==> config.mk <==
export PLATFORM = sky130hd
export DESIGN_NAME = pfm_back
export DESIGN_NICKNAME = d
export VERILOG_FILES = /design/src/rtl/power_factor_meter_macros.svh /design/src/rtl/pfm_pkg.sv /design/src/rtl/pfm_back.sv
export SDC_FILE = /design/constraint.sdc
export NUM_CORES = 2
export LEC_CHECK = 0
export BUFFER_PORTS_ARGS = -buffer_cell sky130_fd_sc_hd__buf_4
export CAP_MARGIN = 10
export CORE_UTILIZATION = 31
export CTS_CLUSTER_SIZE = 28
export DETAILED_ROUTE_END_ITERATION = 8
export GPL_ROUTABILITY_DRIVEN = 0
export GPL_TIMING_DRIVEN = 0
export PLACE_DENSITY = 0.48
export SLEW_MARGIN = 30
export SYNTH_ARGS = -nofsm -noshare
export SYNTH_HDL_FRONTEND = slang
export SYNTH_SLANG_ARGS = --single-unit
==> constraint.sdc <==
create_clock -name clk -period 18.1 [get_ports clk]
set_input_delay 3.62 -clock clk [delete_from_list [all_inputs] [get_ports clk]]
set_output_delay 3.62 -clock clk [all_outputs]
set_load 0.05 [all_outputs]
==> src/rtl/power_factor_meter_macros.svh <==
// Assertion helpers for the power factor meter.
`ifndef POWER_FACTOR_METER_MACROS_SVH
`define POWER_FACTOR_METER_MACROS_SVH

// Implication checked on every clock edge outside reset.
`define PFM_ASSERT_IMP(label, clk, rst_n, ante, cons, msg) \
	label: assert property (@(posedge clk) disable iff (!rst_n) (ante) |-> (cons)) \
		else $error(msg);

// Next-cycle implication checked outside reset.
`define PFM_ASSERT_NEXT(label, clk, rst_n, ante, cons, msg) \
	label: assert property (@(posedge clk) disable iff (!rst_n) (ante) |=> (cons)) \
		else $error(msg);

`endif

==> src/rtl/pfm_pkg.sv <==
package pfm_pkg;

	localparam int unsigned DELTA_MAX = 65535;
	localparam int unsigned PF_ONE_SHIFT = 15;
	// Nominal number of samples in a period; a period ends only on the last-sample mark.
	localparam int unsigned MAX_SAMPLES = 1024;

	typedef enum logic [1:0] {
		ST_OK = 2'd0,
		ST_ZERO_PERIOD = 2'd1,
		ST_ZERO_APPARENT = 2'd2
	} pfm_status_t;

	typedef struct packed {
		logic signed [15:0] voltage_sample;
		logic signed [15:0] current_sample;
		logic [31:0] time_stamp;
		logic last_sample;
	} pfm_in_t;

	typedef struct packed {
		logic signed [31:0] real_power;
		logic [15:0] voltage_rms;
		logic [15:0] current_rms;
		logic [30:0] apparent_power;
		logic signed [15:0] power_factor;
		logic [1:0] status;
	} pfm_out_t;

	// Period totals handed from the accumulator to the back end.
	typedef struct packed {
		logic [31:0] period_sum;
		logic signed [63:0] power_area;
		logic [63:0] voltage_sq_area;
		logic [63:0] current_sq_area;
	} pfm_sums_t;

endpackage

==> src/rtl/pfm_back.sv <==
// Back end: divisions, square roots and power factor, one bit a cycle while not waiting for the result register.
module pfm_back import pfm_pkg::*; (
	input  logic clk,
	input  logic arst_n,
	input  logic sums_valid,
	input  pfm_sums_t sums,
	output logic sums_taken,
	output logic res_valid,
	output pfm_out_t res,
	input  logic res_taken
);

	typedef enum logic [8:0] {
		S_IDLE = 9'b000000001,
		S_DIVP = 9'b000000010,
		S_DIVV = 9'b000000100,
		S_SQV  = 9'b000001000,
		S_DIVC = 9'b000010000,
		S_SQC  = 9'b000100000,
		S_MUL  = 9'b001000000,
		S_PF   = 9'b010000000,
		S_OUT  = 9'b100000000
	} st_t;

	st_t st_q;
	logic [6:0] cnt_q;
	logic [63:0] num_q, rem_q, quo_q;
	logic [32:0] div_q;
	logic neg_q;
	logic [63:0] sx_q, sres_q, sbit_q;
	pfm_sums_t s_q;
	pfm_out_t r_q;
	pfm_out_t out_q;
	logic full_q;

	logic [64:0] rem_sh;
	logic [64:0] trial;
	logic [63:0] quo_nx;
	logic [63:0] rem_nx;
	logic [63:0] sum_rb;
	logic sq_take;
	logic [63:0] sres_nx;
	logic [31:0] abs_rp;
	logic load_out;

	assign sums_taken = sums_valid && st_q == S_IDLE;
	assign res_valid = full_q;
	assign res = out_q;
	assign load_out = st_q == S_OUT && (!full_q || res_taken);

	// Next divider and square-root step.
	assign rem_sh = {rem_q, num_q[63]};
	assign trial = rem_sh - {32'd0, div_q};
	assign quo_nx = {quo_q[62:0], !trial[64]};
	assign rem_nx = trial[64] ? rem_sh[63:0] : trial[63:0];
	assign sum_rb = sres_q + sbit_q;
	assign sq_take = sx_q >= sum_rb;
	assign sres_nx = sq_take ? (sres_q >> 1) + sbit_q : sres_q >> 1;
	assign abs_rp = r_q.real_power[31] ? 32'(-r_q.real_power) : r_q.real_power;

	// Result register: loaded when a period is finished, freed by a read beat.
	always_ff @(posedge clk or negedge arst_n) begin
		if (!arst_n) begin
			full_q <= 1'b0;
			out_q <= '0;
		end else if (load_out) begin
			full_q <= 1'b1;
			out_q <= r_q;
		end else if (res_taken) begin
			full_q <= 1'b0;
		end
	end

	// Sequencer for the shared divider and square-root unit.
	always_ff @(posedge clk or negedge arst_n) begin
		if (!arst_n) begin
			st_q <= S_IDLE;
			cnt_q <= '0;
			num_q <= '0;
			rem_q <= '0;
			quo_q <= '0;
			div_q <= '0;
			neg_q <= 1'b0;
			sx_q <= '0;
			sres_q <= '0;
			sbit_q <= '0;
			s_q <= '0;
			r_q <= '0;
		end else begin
			case (st_q)
				S_IDLE: begin
					if (sums_taken) begin
						s_q <= sums;
						if (sums.period_sum == 32'd0) begin
							r_q <= '{status: ST_ZERO_PERIOD, default: '0};
							st_q <= S_OUT;
						end else begin
							r_q <= '0;
							neg_q <= sums.power_area[63];
							num_q <= sums.power_area[63] ? 64'(-sums.power_area)
								: sums.power_area;
							div_q <= {sums.period_sum, 1'b0};
							rem_q <= '0;
							quo_q <= '0;
							cnt_q <= 7'd64;
							st_q <= S_DIVP;
						end
					end
				end
				S_DIVP, S_DIVV, S_DIVC, S_PF: begin
					// Restoring division, one quotient bit per cycle.
					if (cnt_q != 7'd1) begin
						num_q <= {num_q[62:0], 1'b0};
						rem_q <= rem_nx;
						quo_q <= quo_nx;
						cnt_q <= cnt_q - 7'd1;
					end else begin
						case (st_q)
							S_DIVP: begin
								r_q.real_power <= neg_q ? -32'(quo_nx) : 32'(quo_nx);
								num_q <= s_q.voltage_sq_area;
								rem_q <= '0;
								quo_q <= '0;
								cnt_q <= 7'd64;
								st_q <= S_DIVV;
							end
							S_DIVV: begin
								sx_q <= quo_nx;
								sres_q <= '0;
								sbit_q <= 64'd1 << 62;
								cnt_q <= 7'd32;
								st_q <= S_SQV;
							end
							S_DIVC: begin
								sx_q <= quo_nx;
								sres_q <= '0;
								sbit_q <= 64'd1 << 62;
								cnt_q <= 7'd32;
								st_q <= S_SQC;
							end
							default: begin
								if (quo_nx > 64'd32767)
									r_q.power_factor <= neg_q ? 16'sh8000 : 16'sh7FFF;
								else if (neg_q)
									r_q.power_factor <= -quo_nx[15:0];
								else
									r_q.power_factor <= quo_nx[15:0];
								st_q <= S_OUT;
							end
						endcase
					end
				end
				S_SQV, S_SQC: begin
					// Bit-pair square root, one result bit per cycle.
					if (cnt_q != 7'd1) begin
						if (sq_take) sx_q <= sx_q - sum_rb;
						sres_q <= sres_nx;
						sbit_q <= sbit_q >> 2;
						cnt_q <= cnt_q - 7'd1;
					end else if (st_q == S_SQV) begin
						r_q.voltage_rms <= sres_nx[15:0];
						num_q <= s_q.current_sq_area;
						div_q <= {s_q.period_sum, 1'b0};
						rem_q <= '0;
						quo_q <= '0;
						cnt_q <= 7'd64;
						st_q <= S_DIVC;
					end else begin
						r_q.current_rms <= sres_nx[15:0];
						st_q <= S_MUL;
					end
				end
				S_MUL: begin
					r_q.apparent_power <= 31'(r_q.voltage_rms * r_q.current_rms);
					if (r_q.voltage_rms == 0 || r_q.current_rms == 0) begin
						r_q.status <= ST_ZERO_APPARENT;
						st_q <= S_OUT;
					end else begin
						neg_q <= r_q.real_power[31];
						num_q <= {17'd0, abs_rp, 15'd0};
						div_q <= 33'(r_q.voltage_rms * r_q.current_rms);
						rem_q <= '0;
						quo_q <= '0;
						cnt_q <= 7'd64;
						st_q <= S_PF;
					end
				end
				S_OUT: begin
					// Wait for the result register to be free.
					if (load_out) st_q <= S_IDLE;
				end
				default: st_q <= S_IDLE;
			endcase
		end
	end

endmodule
== Yosys cells after proc, flatten, opt, wreduce, memory -nomap -nowiden ==
Index checks and enable logic that the tools add are counted.

* Register bits: 820
* Bits of input ports: 228

* Add/sub/neg operators: 9
* $mul: 2
* Order comparisons: 2
* Equal/unequal tests: 27
* Multiplexer cells: 83
* Reductions and logical operators: 34

{| class="wikitable"
|+ Operators by type and width
! cell !! number
|-
| two-way mux 64 bit || 27
|-
| one-hot mux 64 bit (4 select lines) || 2
|-
| one-hot mux 64 bit (2 select lines) || 3
|-
| one-hot mux 63 bit (4 select lines) || 1
|-
| two-way mux 33 bit || 5
|-
| two-way mux 32 bit || 5
|-
| one-hot mux 32 bit (2 select lines) || 2
|-
| two-way mux 113 bit || 1
|-
| two-way mux 16 bit || 7
|-
| one-hot mux 33 bit (3 select lines) || 1
|-
| subtractor 65 x 33 -> 65 bit || 1
|-
| adder 63 x 64 -> 64 bit || 1
|-
| adder 64 bit || 1
|-
| greater-or-equal comparator 64 bit || 1
|-
| > comparator 64 x 15 -> 1 bit, second input constant || 1
|-
| negation 32 bit || 2
|-
| negation 64 bit || 1
|-
| subtractor 64 bit || 1
|-
| two-way mux 63 bit || 1
|-
| one-hot mux 31 bit (2 select lines) || 1
|-
| two-way mux 9 bit || 6
|-
| two-way mux 7 bit || 7
|-
| one-hot mux 9 bit (5 select lines) || 1
|-
| zero test 16 bit || 2
|-
| 41 further kinds || 76
|}

== Logic depth before layout (Yosys ltp) ==
* Word-level depth: 8
* Mapped depth: 28
* Depth with buffers taken out: 25

== Least setup slack after synthesis ==
Ideal clock, no wire load.

* Kind: input -> output
* Start point: input sums_valid
* End point: output sums_taken
* Data arrival time: 4,362 ps
* Slack: 10,118 ps
* Cell stages on the path: 2
* Path buffers: 0
* Cell sequence: inv_1 > nor2_1

* Cells in the longest elaborated chain, start to end: 1

{| class="wikitable"
|+ Ends and longest elaborated chain
! what !! RTL line !! source
|-
| start: declaration || pfm_back.sv:5 || <nowiki>input logic sums_valid,</nowiki>
|-
| logical AND 1 bit || pfm_back.sv:46 || <nowiki>assign sums_taken = sums_valid && st_q == S_IDLE;</nowiki>
|-
| end: declaration || pfm_back.sv:7 || <nowiki>output logic sums_taken,</nowiki>
|}

Every way passes these cells.

== Worst setup path in the final report ==
* Start point: register sres_q[6]
* End point: register sx_q[52]

* Cells in the longest elaborated chain, start to end: 5

{| class="wikitable"
|+ Ends and longest elaborated chain
! what !! RTL line !! source
|-
| start: declaration || pfm_back.sv:30 || <nowiki>logic [63:0] sx_q, sres_q, sbit_q;</nowiki>
|-
| start signal: assignment || pfm_back.sv:157 || <nowiki>sres_q <= sres_nx;</nowiki>
|-
| adder 64 bit * || pfm_back.sv:56 || <nowiki>assign sum_rb = sres_q + sbit_q;</nowiki>
|-
| subtractor 64 bit || pfm_back.sv:156 || <nowiki>if (sq_take) sx_q <= sx_q - sum_rb;</nowiki>
|-
| two-way mux 64 bit || pfm_back.sv:156 ||
|-
| two-way mux 64 bit || pfm_back.sv:155 || <nowiki>if (cnt_q != 7'd1) begin</nowiki>
|-
| one-hot mux 64 bit (2 select lines) || pfm_back.sv:90 || <nowiki>case (st_q)</nowiki>
|-
| end signal: assignment || pfm_back.sv:128 || <nowiki>sx_q <= quo_nx;</nowiki>
|-
| end signal: assignment || pfm_back.sv:135 || <nowiki>sx_q <= quo_nx;</nowiki>
|-
| end signal: assignment || pfm_back.sv:156 ||
|-
| end: declaration || pfm_back.sv:30 ||
|}

Every way passes the cells marked *; elsewhere a longest branch is shown, timed or not. The select of a mux whose other input is x is not followed.
A chain may end at the register's enable or synchronous reset.

==> impl_metrics.env <==
export IMPL_status="complete, no violations"
export IMPL_port_buffers=341
export IMPL_synth_ff_type="dfrtp_1"
export IMPL_die_w_um=421
export IMPL_post_cts_setup_buffers=0
export IMPL_syn_instance_count=6364
export IMPL_grt_start_max_net_pins=120
export IMPL_drive_gt1_frac=0.105
export IMPL_syn_area_um2=54500
export IMPL_hold_path_class="flip-flop to flip-flop"
export IMPL_drc=0
export IMPL_setup_viol=0
export IMPL_ys_types=77
export IMPL_path_clk_slew_ns=0.06
export IMPL_ys_ff_latch=788
export IMPL_worstSetupEndpointType="flip-flop"
export IMPL_overflow=0
export IMPL_antenna_found_initial=14
export IMPL_tritoncts="done"
export IMPL_drt_iter0_drc=4244
export IMPL_place_inst=9042
export IMPL_cts_hold_buffers=0
export IMPL_drt_total_wl_um=213000
export IMPL_nets=7511
export IMPL_start_kind="flip-flop"
export IMPL_place_ws_ns=9.12
export IMPL_stdcell_count=9222
export IMPL_relSlewSlack=0.262
export IMPL_cap_viol_max_count=0
export IMPL_max_freq_mhz=107
export IMPL_ys_warnings_count=0
export IMPL_die_h_um=421
export IMPL_finalHoldViolations=0
export IMPL_die_area_um2=177000
export IMPL_insertion_delay_ns=0.74
export IMPL_setup_ws_ns=8.77
export IMPL_p_total_mw=11.0
export IMPL_critPathRequiredTime_ns=18.64
export IMPL_cts_buffers=96
export IMPL_crit_type="flip-flop to flip-flop"
export IMPL_final_antenna_net_count=0
export IMPL_setup_tns_ns=0
export IMPL_avgSynthCellArea_um2=8.56
export IMPL_worst_pin_slew_ns=1.11
export IMPL_initial_core_util=0.313
export IMPL_dp_hpwl_um=165000
export IMPL_ir_drop_mv=0.288
export IMPL_viasPerCell=5.33
export IMPL_vias=49160
export IMPL_ys_async_sr_fraction=1.00
export IMPL_grt_pass1_wl_um=318000
export IMPL_wl_per_cell_um=23.0
export IMPL_area_delta_synth_final_pct=16.6
export IMPL_period_share=0.515
export IMPL_rows=153
export IMPL_core_um2=174000
export IMPL_clockBufferDepth=3
export IMPL_cts_root_buf="clkbuf_16"
export IMPL_crit_fanout=10
export IMPL_dr_pass1_iters=5
export IMPL_leakage_nw=30.1
export IMPL_fin_util=0.364
export IMPL_rsz0062_at_grt="no"
export IMPL_syn_nets=7060
export IMPL_power_density_nw_per_um2=173
export IMPL_synth_edff_count=0
export IMPL_cts_htree_levels=3
export IMPL_finalMaxSlewViolations=0
export IMPL_ys_seq_area_frac=0.362
export IMPL_ctsResizeCount=0
export IMPL_fin_crit_ns=9.33
export IMPL_grt_pass1_vias=48462
export IMPL_grt_usage=0.235
export IMPL_final_setup_skew_ns=0.0413
export IMPL_ioPinCount=343
export IMPL_crit_arrival_ns=9.86
export IMPL_cts_sink_count=788
layout by cell type, fill, tap and decap left out, drive strengths merged, types with 54 or more instances in the layout:
cell type,instances
nand4,54
nand3,67
buf,372
dfrtp,787
mux2,121
inv,318
ha,272
nor2,343
o21ai,535
a21oi,387
fa,196
xnor2,190
and2,128
a31oi,89
a21o,95
nor4,55
nand2,1381
xor2,186
nor3,61
a22o,80
clkbuf,504
cells by family after synthesis:
kind of cell | Yosys count | share of synthesized area
muxes | 149 | 0.0302
AOI/OAI and AO/OA | 1571 | 0.179
xor gates and xnor gates | 376 | 0.0605
buffers and inverters | 699 | 0.0484
adders and majority gates | 468 | 0.135
and+or+nand+nor | 2313 | 0.186
DFF | 788 | 0.362
cell usage after synthesis, types with 15 or more instances:
| library cell | instances | area, um^2 |
|---|---|---|
| a211oi_1 | 38 | 285 |
| a21o_1 | 95 | 713 |
| a21oi_1 | 387 | 1940 |
| a221oi_1 | 45 | 394 |
| a22o_1 | 80 | 701 |
| a22oi_1 | 28 | 210 |
| a31o_2 | 18 | 158 |
| a31oi_1 | 89 | 557 |
| and2_1 | 128 | 801 |
| and3_1 | 32 | 200 |
| clkbuf_1 | 364 | 1370 |
| dfrtp_1 | 787 | 19700 |
| fa_1 | 196 | 3920 |
| ha_1 | 272 | 3400 |
| inv_1 | 315 | 1180 |
| mux2_2 | 121 | 1360 |
| mux2i_1 | 28 | 280 |
| nand2_1 | 1381 | 5180 |
| nand2b_1 | 40 | 250 |
| nand3_1 | 66 | 330 |
| nand4_1 | 54 | 338 |
| nor2_1 | 343 | 1290 |
| nor2b_1 | 23 | 144 |
| nor3_1 | 61 | 305 |
| nor4_1 | 55 | 344 |
| o211ai_1 | 15 | 113 |
| o21a_1 | 24 | 180 |
| o21ai_0 | 524 | 2620 |
| o21bai_1 | 40 | 300 |
| o31ai_1 | 52 | 390 |
| o41ai_1 | 24 | 210 |
| or2_2 | 26 | 163 |
| or3_1 | 40 | 250 |
| or4_1 | 27 | 203 |
| xnor2_1 | 190 | 1660 |
| xor2_1 | 186 | 1630 |
worst max-delay path: stages (launching register included):
cell and delay [ns]:
dfrtp_1 0.48, ha_1 0.39, nand2_1 0.12, nor4_1 0.33
nor2_1 0.13, o31ai_1 0.73, a21bo_2 0.28, a31o_2 0.17
a31oi_1 0.18, o21bai_1 0.29, a31oi_1 0.18, o31ai_1 0.29
xnor2_1 0.21, ha_1 0.44, nand4_1 0.32, or4_1 0.54
nor3_1 0.53, o21ai_0 0.27, and3_1 0.26, o21ai_0 0.20
clkbuf_1 0.62, nand2_1 0.58, nand2_1 0.31, buf_2 0.33
clkbuf_1 0.77, a21oi_1 0.15
routing by layer:
layer  track usage  vias up  share of wire
met2         0.383     1470           0.47
li1              -    22773              -
met4        0.0980        0          0.045
met5             0        -              0
met1         0.313    24567           0.44
met3        0.0312      350          0.050
where the power goes:
group          leakage (nW)  internal, mW  switching [mW]  total, mW
clock                  1.56          1.15           0.844       2.00
sequential             10.5          2.15           0.275       2.42
combinational          18.0          2.16            4.41       6.56
per-stage QoR:
step | hold WS, ns | area [um^2]
after global placement | 0.449 | 59900
after CTS | 0.466 | 63500
final | 0.461 | 63500
after floorplan | 0.435 | 54500
after global routing | 0.490 | 63500
after detailed placement | 0.453 | 60300
final timing paths:
path	start	endpoint	slack (ns)	depth (start not counted)
worst max-delay path	sres_q[6]$_DFFE_PN0P_	sx_q[52]$_DFFE_PN0P_	8.77	25
worst min-delay path	s_q[31]$_DFFE_PN0P_	s_q[31]$_DFFE_PN0P_	0.46	2
worst max register to register	sres_q[6]$_DFFE_PN0P_	sx_q[52]$_DFFE_PN0P_	8.77	25
worst min register to register	s_q[31]$_DFFE_PN0P_	s_q[31]$_DFFE_PN0P_	0.46	2
max in group asynchronous	arst_n	res[40]$_DFFE_PN0P_	13.26	4
min in group asynchronous	arst_n	s_q[107]$_DFFE_PN0P_	2.80	1
state kept, by name (all words and copies together) (netlist names):
signal and count:
cnt_q 7, div_q 33, neg_q 1, num_q 64
quo_q 63, r_q 113, rem_q 64, res 113
res_valid 1, s_q 160, sbit_q 32, sres_q 64
st_q 9, sx_q 64
layout make-up:
class,instances,area (um^2)
clock inverter,34,373
tap,2325,2910
timing repair buffer,353,2830
inverter,316,1190
antenna,6,15.0
buffer,383,1470
multi-input combinational,4877,32200
sequential,788,19700
clock buffer,140,2820
fill,18290,111000
Power figures use the tool's default switching activity.
